<file path="config.mk">
export PLATFORM = sky130hd
export DESIGN_NAME = brf_front
export DESIGN_NICKNAME = d
export VERILOG_FILES = /design/src/rtl/byte_ring_fifo_top_assert.svh /design/src/rtl/brf_pkg.sv /design/src/rtl/brf_front.sv
export SDC_FILE = /design/constraint.sdc
export NUM_CORES = 1
export LEC_CHECK = 0
export ABC_AREA = 1
export ABC_CLOCK_PERIOD_IN_PS = 3100
export BUFFER_PORTS_ARGS = -buffer_cell sky130_fd_sc_hd__buf_2
export CAP_MARGIN = 0
export CORE_UTILIZATION = 55
export DETAILED_ROUTE_END_ITERATION = 8
export PLACE_DENSITY = 0.83
export SETUP_SLACK_MARGIN = 0.3
export SLEW_MARGIN = 25
export SYNTH_ARGS = -nofsm -noshare
export SYNTH_HDL_FRONTEND = slang
export SYNTH_SLANG_ARGS = --single-unit
</file>
<file path="constraint.sdc">
create_clock -name clk -period 3.1 [get_ports clk]
set_input_delay 0.775 -clock clk [delete_from_list [all_inputs] [get_ports clk]]
set_output_delay 0.775 -clock clk [all_outputs]
set_load 0.01 [all_outputs]
</file>
<file path="src/rtl/byte_ring_fifo_top_assert.svh">
// Assertion macros for the byte ring FIFO.
// Used by modules that carry concurrent checks; expects clk and rst in scope.
`ifndef BYTE_RING_FIFO_TOP_ASSERT_SVH
`define BYTE_RING_FIFO_TOP_ASSERT_SVH

// Property must hold at every clock edge outside reset.
`define BRF_CHECK(lbl, expr, msg) \
  lbl: assert property (@(posedge clk) disable iff (rst) (expr)) else $error(msg);

// Consequent must hold in the same cycle as the antecedent.
`define BRF_IMPLY(lbl, ante, cons, msg) \
  lbl: assert property (@(posedge clk) disable iff (rst) (ante) |-> (cons)) else $error(msg);

`endif

</file>
<file path="src/rtl/brf_pkg.sv">
// Shared types and constants for the byte ring FIFO.
// No dependencies; every RTL module except brf_ram refers to it by scoped names.
`default_nettype none

package brf_pkg;

  // storage geometry
  localparam int DEPTH    = 4096;
  localparam int PTR_W    = $clog2(DEPTH);
  localparam int USIZE_W  = PTR_W + 1;
  localparam int MAX_READ = 64;
  localparam int NREAD_W  = $clog2(MAX_READ + 1);

  // field widths
  localparam int CMD_W  = 3;
  localparam int BYTE_W = 8;
  localparam int CNT_W  = 13;
  localparam int CFG_W  = 13;
  localparam int OUT_W  = 12;
  localparam int SZ_W   = (CFG_W > USIZE_W) ? CFG_W : USIZE_W;
  localparam int MIN_W  = (CNT_W > PTR_W) ? CNT_W : PTR_W;

  localparam logic [CFG_W-1:0] CFG_RESET = CFG_W'(4096);

  // stream packing
  localparam int IN_TDATA_W  = 24;
  localparam int IN_BYTE_LSB = 0;
  localparam int IN_CNT_LSB  = IN_BYTE_LSB + BYTE_W;
  localparam int OUT_TDATA_W = 40;
  localparam int OUT_BYTE_LSB = 0;
  localparam int OUT_ACC_BIT  = OUT_BYTE_LSB + BYTE_W;
  localparam int OUT_RD_LSB   = OUT_ACC_BIT + 1;
  localparam int OUT_WR_LSB   = OUT_RD_LSB + OUT_W;
  localparam int OUT_USED_W   = OUT_WR_LSB + OUT_W;

  // APB
  localparam int APB_AW = 3;
  localparam int APB_DW = 32;
  localparam int REG_IDX_W = APB_AW - 2;
  localparam logic [REG_IDX_W-1:0] REG_RING_SIZE = REG_IDX_W'(0);

  // command queue between front and back
  localparam int QDEPTH = 2;
  localparam int QPTR_W = $clog2(QDEPTH);
  localparam int QCNT_W = $clog2(QDEPTH + 1);

  // modulo unit
  localparam int STEP_W = $clog2(CNT_W + 1);

  // command codes on the input channel
  localparam logic [CMD_W-1:0] CMD_WRITE    = CMD_W'(0);
  localparam logic [CMD_W-1:0] CMD_READ     = CMD_W'(1);
  localparam logic [CMD_W-1:0] CMD_ADV_HEAD = CMD_W'(2);
  localparam logic [CMD_W-1:0] CMD_ADV_TAIL = CMD_W'(3);
  localparam logic [CMD_W-1:0] CMD_RESET    = CMD_W'(4);

  typedef enum logic [2:0] {
    OP_WRITE,
    OP_READ,
    OP_ADV_HEAD,
    OP_ADV_TAIL,
    OP_CLEAR,
    OP_NOP
  } op_t;

  typedef struct packed {
    op_t               op;
    logic [BYTE_W-1:0] wbyte;
    logic [CNT_W-1:0]  count;
  } item_t;

  typedef struct packed {
    logic [OUT_W-1:0]  writeable;
    logic [OUT_W-1:0]  readable;
    logic              accepted;
    logic              last;
    logic              byte_valid;
    logic [BYTE_W-1:0] read_byte;
  } res_t;

  typedef struct packed {
    logic [PTR_W-1:0] base;
    logic [CNT_W-1:0] amount;
  } mod_req_t;

endpackage

`default_nettype wire

</file>
<file path="src/rtl/brf_front.sv">
// Front end: accepts input words, decodes the command and queues the items.
// Two-entry queue toward the back end. Uses brf_pkg.
`default_nettype none

module brf_front (
  input  logic                              clk,
  input  logic                              rst,
  input  logic                              s_tvalid,
  output logic                              s_tready,
  input  logic [brf_pkg::IN_TDATA_W-1:0]    s_tdata,
  input  logic [brf_pkg::CMD_W-1:0]         s_tuser,
  output logic                              q_valid,
  output brf_pkg::item_t                    q_item,
  input  logic                              q_pop
);

  localparam int QDEPTH = brf_pkg::QDEPTH;
  localparam int QPTR_W = brf_pkg::QPTR_W;
  localparam int QCNT_W = brf_pkg::QCNT_W;

  brf_pkg::item_t    queue [QDEPTH];
  logic [QPTR_W-1:0] wr_ptr;
  logic [QPTR_W-1:0] rd_ptr;
  logic [QCNT_W-1:0] fill;

  brf_pkg::item_t in_item;
  logic           push;

  always_comb begin
    in_item.wbyte = s_tdata[brf_pkg::IN_BYTE_LSB +: brf_pkg::BYTE_W];
    in_item.count = s_tdata[brf_pkg::IN_CNT_LSB +: brf_pkg::CNT_W];
    unique case (s_tuser)
      brf_pkg::CMD_WRITE:    in_item.op = brf_pkg::OP_WRITE;
      brf_pkg::CMD_READ:     in_item.op = brf_pkg::OP_READ;
      brf_pkg::CMD_ADV_HEAD: in_item.op = brf_pkg::OP_ADV_HEAD;
      brf_pkg::CMD_ADV_TAIL: in_item.op = brf_pkg::OP_ADV_TAIL;
      brf_pkg::CMD_RESET:    in_item.op = brf_pkg::OP_CLEAR;
      default:               in_item.op = brf_pkg::OP_NOP;
    endcase
  end

  assign s_tready = (fill != QCNT_W'(QDEPTH));
  assign push     = s_tvalid && s_tready;
  assign q_valid  = (fill != '0);
  assign q_item   = queue[rd_ptr];

  always_ff @(posedge clk) begin
    if (rst) begin
      wr_ptr <= '0;
      rd_ptr <= '0;
      fill   <= '0;
    end else begin
      if (push) begin
        wr_ptr <= (wr_ptr == QPTR_W'(QDEPTH - 1)) ? '0 : wr_ptr + QPTR_W'(1);
      end
      if (q_pop) begin
        rd_ptr <= (rd_ptr == QPTR_W'(QDEPTH - 1)) ? '0 : rd_ptr + QPTR_W'(1);
      end
      if (push && !q_pop) begin
        fill <= fill + QCNT_W'(1);
      end else if (q_pop && !push) begin
        fill <= fill - QCNT_W'(1);
      end
    end
  end

  always_ff @(posedge clk) begin
    if (push) begin
      queue[wr_ptr] <= in_item;
    end
  end

endmodule

`default_nettype wire

</file>
# [Yosys cells after proc, flatten, opt, wreduce, memory -nomap -nowiden]
# Memories as Yosys holds them, arrays and structs flattened. A register that Yosys moved wholly into a read port is not among the register bits.
# Cells that the tools add are included.
[op_classes] n_reduce_logical=8 addsub=4 muxes=9 n_eq_ne=5
[ops] op="3-bit one-hot mux with 5 select lines" n=1
[ops] op="3-bit by 2-bit == test with 1-bit output, second input constant" n=2
[ops] op="1-bit two-way mux" n=6
[ops] op="2-bit two-way mux" n=2
[ops] op="2-bit nonzero test" n=2
[ops] op="3-bit by 1-bit == test with 1-bit output, second input constant" n=1
[ops] op="3-bit == test, second input constant" n=1
[ops] op="1-bit logical AND" n=3
[ops] op="3-bit zero test" n=1
[ops] op="1-bit adder, second input constant" n=2
[ops] op="2-bit by 1-bit adder with 2-bit output, second input constant" n=1
[ops] op="1-bit zero test" n=2
[ops] op="2-bit != test, second input constant" n=1
[ops] op="2-bit by 1-bit subtractor with 2-bit output, second input constant" n=1
[totals] regBits=4 in_bits=31 memories=1 elab_cells=30 ramBits=48 output_inout_bits=26
[mem_list] name="queue" words=2 word_bits=24 rd=1 rd_ports_with_merged_regs=1 wr=1 line="brf_front.sv:21" source="brf_pkg::item_t queue [QDEPTH];"

# [Depth between registers and ports, before layout]
# Gate-level depths: netlist of the first run.
[depth] word_depth=6 ltp_mapped=11 ltp_nobuf=11

# [Worst setup path after synthesis of the first run]
# OpenSTA, ideal clock, no wires.
[synth_timing] kind="input port to flip-flop" start="input port s_tvalid" end="memory queue[1][0] (netlist bit), enable pin" path_slack_ns=0.804 t_arrival_ns=1.891 setup_time_ns=0.405 stages=2 cell_sequence="nand2_1 > nor2_1"
[synth_between] elab_chain_len=3
[synth_rtl] item="start, declared" line="brf_front.sv:8" source="input logic s_tvalid,"
[synth_rtl] item="1-bit logical AND" line="brf_front.sv:43" source="assign push = s_tvalid && s_tready;"
[synth_rtl] item="1-bit two-way mux" line="brf_front.sv:68" source="if (push) begin"
[synth_rtl] item="1-bit two-way mux (not written as such)" line="brf_front.sv:69" source="queue[wr_ptr] <= in_item;"
[synth_rtl] item="end, declared" line="brf_front.sv:21"
# Every way passes these cells.

==> summary.md, run 1 <==
| Metric | Value |
|---|---|
| Outcome | completed |
| Max-capacitance violation count | 0 |
| Floorplan row count | 22 |
| Worst hold path endpoint | wr_ptr |
| Peak supply drop | 0.000360 V |
| Number of stages on the worst hold path | 2 |
| Number of failing setup endpoints in the final timing report | 0 |
| Final critical delay including setup and external delays | 2.16 ns |
| Worst hold margin | 0.527 ns |
| Most utilized layer in the global route result | met2 |
| Simple-gate area share of the yosys netlist | 3.23% |
| Post-Synthesis Cells | 114 |
| Post_cts resized | 0 |
| Antenna Diode Count | 0 |
| Fraction of synthesized area in multiplexers | 16.5% |
| GR Util met2 | 33.8% |
| Final Util | 67.7% |
| Pwr Total | 0.00147 W |
| Worst rel slew slack | 79.3% |
| Sum of net half-perimeters after detailed placement | 2430 µm |
| Clock tree from TritonCTS | done |
| Setup repair after global routing missed its margin | false |
| Synth Area per Inst | 18.3 µm² |
| Sequential fraction of the synthesis area | 73.7% |
| Dominant combinational cell family by area after synthesis | multiplexers |
| First-pass GRT wire length | 5220 µm |
| Number of distinct standard cells referenced by the synthesized netlist | 17 |
| TritonCTS sink count | 53 |
| Cells taking the most area after synthesis | edfxtp_1, mux2_4, dfxtp_1 |
| Peak Freq | 0.463 GHz |
| Initial detailed-routing violation count | 32 |
| Detailed-route wire length | 3260 µm |
| Min-Delay Startpoint | wr_ptr |
| Share of post-route cells with drive strength above 1 | 50.9% |
| Buffer count from post-CTS setup fixing | 0 |
| Startpoint class of the critical path | flip-flop |
| Post-Layout Cell Count | 223 |
| Maximum level of the CTS H-tree | 2 |
| Synth Cell Area | 2090 µm² |
| Worst reg2reg path startpoint | fill[0] |
| Worst setup EP type | output pin |
| Remaining design rule violation count | 0 |
| Area share of xor/xnor cells in the synthesized design | 0.419% |
| Instance count after placement with tap cells included | 215 |
| Nets@finish | 206 |
| Synth Area in Adders | 0.598% |
| Number of filler instances in the final layout | 271 |
| Aggregate negative setup slack | 0 ns |
| Largest net degree at the start of global routing | 24 |
| Final Cycle Share | 69.7% |
| Synth-to-Final Area Change | 18.5% |
| Required time of the critical path | 2.32 ns |
| Via density per instance | 4.82 |
| Setup Crit Path Kind | reg -> out |
| Register bit count reported by yosys | 53 |
| Max-slew violation count | 0 |
| Final weighted congestion in routability-driven placement | 0.707 |
| Overall fraction of global-route tracks in use | 18.0% |
| GR met1 Demand/Resource | 19.0% |
| Routing usage on met3 | 4.53% |
| Data arrival time of the critical path | 1.38 ns |
| Pre-Repair DR Iteration Count | 4 |
| Buffers from clock root to sink, at most | 2 |
| Routed wirelength normalized by instance count | 14.6 µm |
| Post-synth top area share | 68.9% |
| Final-report hold violation count | 0 |
| Initial antenna violation count | 0 |
| Number of cells on the worst reg-to-reg path | 10 |
| Hold_buf cts | 0 |
| Number of input and output port buffers inserted | 53 |
| Syn_nets | 146 |
| Static leakage power | 1.03 nW |
| Clock transition at the registers of the reported paths | 0.08 ns |
| Global-route congestion overflow total | 0 |
| Antenna Nets Post-Route | 0 |
| Placeable core region | 3660 µm² |
| Clock network latency to the later pin of the worst-skew pair | 0.29 ns |
| Width of the die | 63.7 µm |
| Biggest fanout along the worst timing path | 13 |
| Terminus of the critical flop-to-flop path | fill[1] |
| Starting Density | 57.1% |
| IO Count | 57 |
| Total via count after detailed routing | 1074 |
| Slew @ Worst Pin | 0.311 ns |
| Num CTS Buffers | 5 |
| Number of global-route vias before repair | 1144 |
| Clock tree skew after final layout | 0.00775 ns |
| Post-synth top area cell | edfxtp_1 |
| Height of the die | 63.7 µm |
| Class of the worst hold path | reg -> reg |
| Number of warnings printed during yosys synthesis | 0 |
| Full die area | 4050 µm² |
| Root buf cell | clkbuf_8 |
| Fraction of the mapped netlist area in compound gates | 1.08% |
| Power density cells | 593 nW/µm² |
| Reg2reg setup slack | 1.62 ns |
[per-layer routing]
metal  share of wire (%)  up-vias  routed length, µm
met4                 1.1        0                 36
met3                 3.4        4                112
met1                  38      511               1230
met5                   0        -                  0
met2                  58       28               1880
li1                    -      531                  -
[how the worst max path moves through the flow]
stage	start	end	slack [ns]	depth (start not counted)
6_report	flip-flop	q_item[15]	0.94	3
5_1_grt	flip-flop	q_item[16]	0.90	3
4_1_cts	flip-flop	q_item[16]	0.93	3
3_5_place_dp	flip-flop	q_item[16]	1.25	3
3_3_place_gp	flip-flop	q_item[15]	1.27	3
2_1_floorplan	s_tvalid	queue[1][0]	0.80	2
[state kept, by name (all words and copies together) (netlist names), named ones only]
register	count
rd_ptr	1
fill	2
queue	48
wr_ptr	1
[Yosys cell counts (all sizes together)]
cell type,number
clkbuf,1
a21o,1
nand3,1
nand4,1
a21oi,1
ha,1
dfxtp,5
xnor2,1
inv,10
o21ai,2
edfxtp,48
nor2,8
nand2,7
buf,3
mux2,24
[placed cells by master (no fill, tap or decap), drive strengths merged]
cell and n:
buf 57, edfxtp 48, mux2 24, inv 10, nor2 8, nand2 7, clkbuf 7, dfxtp 5
o21ai 2, a21o 1, a21oi 1, xnor2 1, nand3 1, nand4 1, ha 1, clkinv 1
[where the power goes]
part	internal, W	total, W	switching, W	leakage (nW)
Sequential	0.000848	0.000866	0.0000186	0.489
Combinational	0.000121	0.000248	0.000126	0.495
Clock	0.000159	0.000354	0.000195	0.0422
Total	0.00113	0.00147	0.000340	1.03
[cell type report]
type | instances | area, µm² | share of cell area (%)
Sequential cell | 53 | 1540 | 62.2
Tap cell | 48 | 60.1 | 2.42
Inverter | 10 | 37.5 | 1.52
Clock buffer | 7 | 76.3 | 3.08
Clock inverter | 1 | 5.00 | 0.202
Multi-Input combinational cell | 47 | 462 | 18.6
Timing Repair Buffer | 57 | 295 | 11.9
[per-stage QoR]
stage	cell area [µm²]	setup slack, ns
after global placement	2400	1.27
after global routing	2480	0.901
after floorplan	2090	0.804
after detailed placement	2400	1.25
final	2480	0.940
after CTS	2480	0.931
[cells by family (layout without fill, tap and decap cells)]
group,after synthesis,after routing
flip-flops,53,53
multiplexers,24,24
AND/OR/NAND/NOR,17,17
XOR/XNOR,1,1
adder cells (fa/ha/maj),1,1
AO/OA/AOI/OAI,4,4
buffers and inverters,14,75
[worst max-delay path, cell delays in order, from the launching register on]
cell     delay [ns]
dfxtp_1        0.33
buf_4          0.26
mux2_2         0.36
buf_2          0.14
No activity file was read; power rests on OpenSTA's default activity.
==> inputs of run 2 (changes only) <==
--- a/config.mk
+++ b/config.mk
@@ -5,13 +5,13 @@
 export SDC_FILE = /design/constraint.sdc
 export NUM_CORES = 1
 export LEC_CHECK = 0
-export ABC_AREA = 1
-export ABC_CLOCK_PERIOD_IN_PS = 3100
+export ABC_AREA = 0
+export ABC_CLOCK_PERIOD_IN_PS = 1890
 export BUFFER_PORTS_ARGS = -buffer_cell sky130_fd_sc_hd__buf_2
 export CAP_MARGIN = 0
-export CORE_UTILIZATION = 55
+export CORE_UTILIZATION = 45
 export DETAILED_ROUTE_END_ITERATION = 8
-export PLACE_DENSITY = 0.83
+export PLACE_DENSITY = 0.74
 export SETUP_SLACK_MARGIN = 0.3
 export SLEW_MARGIN = 25
 export SYNTH_ARGS = -nofsm -noshare
==> constraint.sdc (replaced) <==
create_clock -name clk -period 1.89 [get_ports clk]
set_input_delay 0.4725 -clock clk [delete_from_list [all_inputs] [get_ports clk]]
set_output_delay 0.4725 -clock clk [all_outputs]
set_load 0.01 [all_outputs]
==> summary.md, run 2 <==
| Metric | Value |
|---|---|
| Outcome | completed (unchanged) |
| Antenna Diode Count | 0 (unchanged) |
| Fraction of synthesized area in multiplexers | 13.7% (was 16.5%) |
| Async set or reset register ratio after synthesis | 0% (unchanged) |
| Worst setup EP type | output pin (unchanged) |
| Number of distinct standard cells referenced by the synthesized netlist | 22 (was 17) |
| Area share of xor/xnor cells in the synthesized design | 1.33% (was 0.419%) |
| Remaining design rule violation count | 0 (unchanged) |
| Worst rel slew slack | 79.1% (was 79.3%) |
| Top cell family by delay on the critical path | flip-flops (was buffers and inverters) |
| Initial detailed-routing violation count | 73 (was 32) |
| Setup repair after global routing missed its margin | true (was false) |
| Flip-flop count of the largest register, all copies and words added | 48 (unchanged) |
| Setup Crit Path Kind | reg -> out (unchanged) |
| Pwr Total | 0.00287 W (was 0.00147 W) |
| Clock transition at the registers of the reported paths | 0.09 ns (was 0.08 ns) |
| Biggest fanout along the worst timing path | 8 (was 13) |
| Peak Freq | 0.558 GHz |
| Height of the die | 68.3 µm (was 63.7 µm) |
| IO Count | 57 (unchanged) |
| Cell with the biggest individual delay on the critical path | dfxtp_4 (was mux2_2) |
| Detailed-route wire length | 3750 µm (was 3260 µm) |
| Slew @ Worst Pin | 0.312 ns (was 0.311 ns) |
| Antenna Nets Post-Route | 0 (unchanged) |
| Area of the multi-input gates | 518 µm² (was 462 µm²) |
| Global-route congestion overflow total | 0 (unchanged) |
| Terminus of the critical flop-to-flop path | fill[1] (unchanged) |
| Post-Synthesis Cells | 102 (was 114) |
| Fraction of the mapped netlist area in compound gates | 1.64% (was 1.08%) |
| Final Cycle Share | 94.9% |
| Final Util | 67.8% (was 67.7%) |
| Max-slew violation count | 0 (unchanged) |
| Num CTS Buffers | 5 (unchanged) |
| Maximum level of the CTS H-tree | 2 (unchanged) |
| Crit path buffers/inverters | 2 (unchanged) |
| Initial antenna violation count | 0 (unchanged) |
| Largest net degree at the start of global routing | 17 (was 24) |
| Total via count after detailed routing | 1123 (was 1074) |
| TritonCTS sink count | 53 (unchanged) |
| Simple-gate area share of the yosys netlist | 3.23% (about the same) |
| Final-report hold violation count | 0 (unchanged) |
| Synth Area in Adders | 0.633% (was 0.598%) |
| Full die area | 4660 µm² (was 4050 µm²) |
| Power density cells | 1030 nW/µm² (was 593 nW/µm²) |
| Class of the worst hold path | in -> reg (was reg -> reg) |
| Required time of the critical path | 1.42 ns (was 2.32 ns) |
| Hold_buf cts | 0 (unchanged) |
| Max-capacitance violation count | 0 (unchanged) |
| Data arrival time of the critical path | 1.32 ns (was 1.38 ns) |
| Dominant combinational cell family by area after synthesis | multiplexers (unchanged) |
| Peak supply drop | 0.000660 V (was 0.000360 V) |
| Number of global-route vias before repair | 1055 (was 1144) |
| Sequential fraction of the synthesis area | 77.9% (was 73.7%) |
| Post-Layout Cell Count | 218 (was 223) |
| Root buf cell | clkbuf_8 (unchanged) |
| Final weighted congestion in routability-driven placement | 0.706 (was 0.707) |
| Floorplan row count | 23 (was 22) |
| Cell count along the critical path | 3 (unchanged) |
| Synth Cell Area | 1980 µm² (was 2090 µm²) |
| Leading cell types in the layout, fill and taps excluded | edfxtp_1, buf_2, mux2_4, buf_6 (was buf_2, edfxtp_1, mux2_4, inv_1, nand2_1) |
| Register bit count reported by yosys | 53 (unchanged) |
| Detailed-routed wire length on met2 | 1970 µm (was 1880 µm) |
| Sequential cell area | 1550 µm² (was 1540 µm²) |
| Clock network latency to the later pin of the worst-skew pair | 0.30 ns (was 0.29 ns) |
| Amount of wire on met3 after detailed routing | 164 µm (was 112 µm) |
| Reg2reg setup slack | 0.37 ns (was 1.62 ns) |
| Sum of net half-perimeters after detailed placement | 2380 µm (was 2430 µm) |
| Post-synth top area cell | edfxtp_1 (unchanged) |
| Static leakage power | 1.13 nW (was 1.03 nW) |
| Number of failing setup endpoints in the final timing report | 0 (unchanged) |
| Critical path's largest stage delay | 0.43 ns (was 0.36 ns) |
| Share of post-route cells with drive strength above 1 | 60.7% (was 50.9%) |
| Starting Density | 48.1% (was 57.1%) |
| Pre-Repair DR Iteration Count | 3 (was 4) |
| Termination of the worst setup path | q_item[21] (was q_item[15]) |
| Synth-to-Final Area Change | 41.0% (was 18.5%) |
| Nets@finish | 199 (was 206) |
| Clock tree from TritonCTS | done (unchanged) |
| Overall fraction of global-route tracks in use | 16.0% (was 18.0%) |
| Number of input and output port buffers inserted | 53 (unchanged) |
| Via density per instance | 5.15 (was 4.82) |
| Post-Route M1 WL | 1570 µm (was 1230 µm) |
| Post-synth EDFFs | 48 (unchanged) |
| Cells along the critical path | buf_12 > mux2_4 > buf_6 (was buf_4 > mux2_2 > buf_2) |
| Syn_nets | 134 (was 146) |
| Instance count after placement with tap cells included | 207 (was 215) |
| Highest routing layer actually used | met4 (unchanged) |
| Number of cells on the worst reg-to-reg path | 6 (was 10) |
| Most common cell in the netlist | edfxtp_1 (unchanged) |
| Routed wirelength normalized by instance count | 17.2 µm (was 14.6 µm) |
| Synth Area per Inst | 19.4 µm² (was 18.3 µm²) |
| Aggregate negative setup slack | 0 ns (unchanged) |
| Number of filler instances in the final layout | 286 (was 271) |
| Primary FF master, synth | edfxtp_1 (unchanged) |
| Placeable core region | 4120 µm² (was 3660 µm²) |
| Final critical delay including setup and external delays | 1.79 ns |
| Width of the die | 68.3 µm (was 63.7 µm) |
| Buffers from clock root to sink, at most | 2 (unchanged) |
| Leading cell types by count after synthesis | edfxtp_1, mux2_2, dfxtp_1, nor2_1 (was edfxtp_1, mux2_4, inv_1, nor2_1, nand2_1) |
| Largest registers ranked by flip-flop count | queue x48, fill x2 (unchanged) |
| Number of warnings printed during yosys synthesis | 0 (unchanged) |
| Worst hold margin | 0.355 ns (was 0.527 ns) |
| Most frequent standard cell in the layout excluding fill and tap cells | edfxtp_1 (was buf_2) |
| Startpoint class of the critical path | flip-flop (unchanged) |
| Post-synth top area share | 72.9% (was 68.9%) |
| Reg with most FFs | queue (unchanged) |
| Clock tree skew after final layout | 0.00809 ns (was 0.00775 ns) |
| Worst reg2reg path startpoint | fill[0] (unchanged) |
| First-pass GRT wire length | 5110 µm (was 5220 µm) |
| Cells taking the most area after synthesis | edfxtp_1, mux2_2, dfxtp_1 (was edfxtp_1, mux2_4, dfxtp_1) |
[run 2: metrics by stage]
stage	area, µm²	setup WS, ns
global route	2790	0.0544
detailed placement	2330	0.251
CTS	2610	0.0842
finish	2790	0.0970
floorplan	1980	0.304
global placement	2330	0.329
[run 2: metal layers]
metal | vias to the layer above | track usage (%)
li1 | 517 | -
met1 | 562 | 19.6
met2 | 40 | 26.3
met3 | 4 | 4.17
met4 | 0 | 7.03
met5 | - | 0
[run 2: worst min-delay path by stage]
stage | slack (ns) | cells after the start | endpoint | startpoint
floorplan | 0.48 | 2 | flip-flop | rd_ptr
global placement | 0.49 | 2 | rd_ptr | rd_ptr
detailed placement | 0.51 | 2 | flip-flop | rd_ptr
CTS | 0.35 | 1 | queue[1][10] | s_tdata[18]
global route | 0.34 | 1 | queue[0][12] | s_tdata[20]
finish | 0.35 | 1 | queue[0][10] | s_tdata[18]
[run 2: report_power, final]
| group | switching [W] | leakage (nW) | internal (W) |
|---|---|---|---|
| Sequential | 0.0000494 | 0.491 | 0.00142 |
| Combinational | 0.000271 | 0.583 | 0.000386 |
| Clock | 0.000350 | 0.0518 | 0.000390 |
| Total | 0.000670 | 1.13 | 0.00220 |
[run 2: final cells by class]
class | count | area share (%)
Multi-Input combinational cell | 43 | 18.6
Clock buffer | 5 | 2.47
Timing Repair Buffer | 62 | 19.4
Inverter | 2 | 0.269
Sequential cell | 53 | 55.6
Clock inverter | 3 | 1.48
Tap cell | 50 | 2.24
[run 2: what timing repair did]
| action | CTS | global route |
|---|---|---|
| endpoints found under the setup margin | 25 | 26 |
| resized for setup | 32 | 31 |
| setup buffers | 0 | 1 |
| hold endpoints to repair | 0 | 0 |
| gates cloned | 1 | 1 |
| pin swaps | 0 | 3 |
[run 2: kinds of logic after synthesis]
group | count (synthesis)
flip-flops | 53
multiplexers | 24
AND/OR/NAND/NOR | 10
buffers and inverters | 6
AO/OA/AOI/OAI | 5
XOR/XNOR | 3
adder cells (fa/ha/maj) | 1
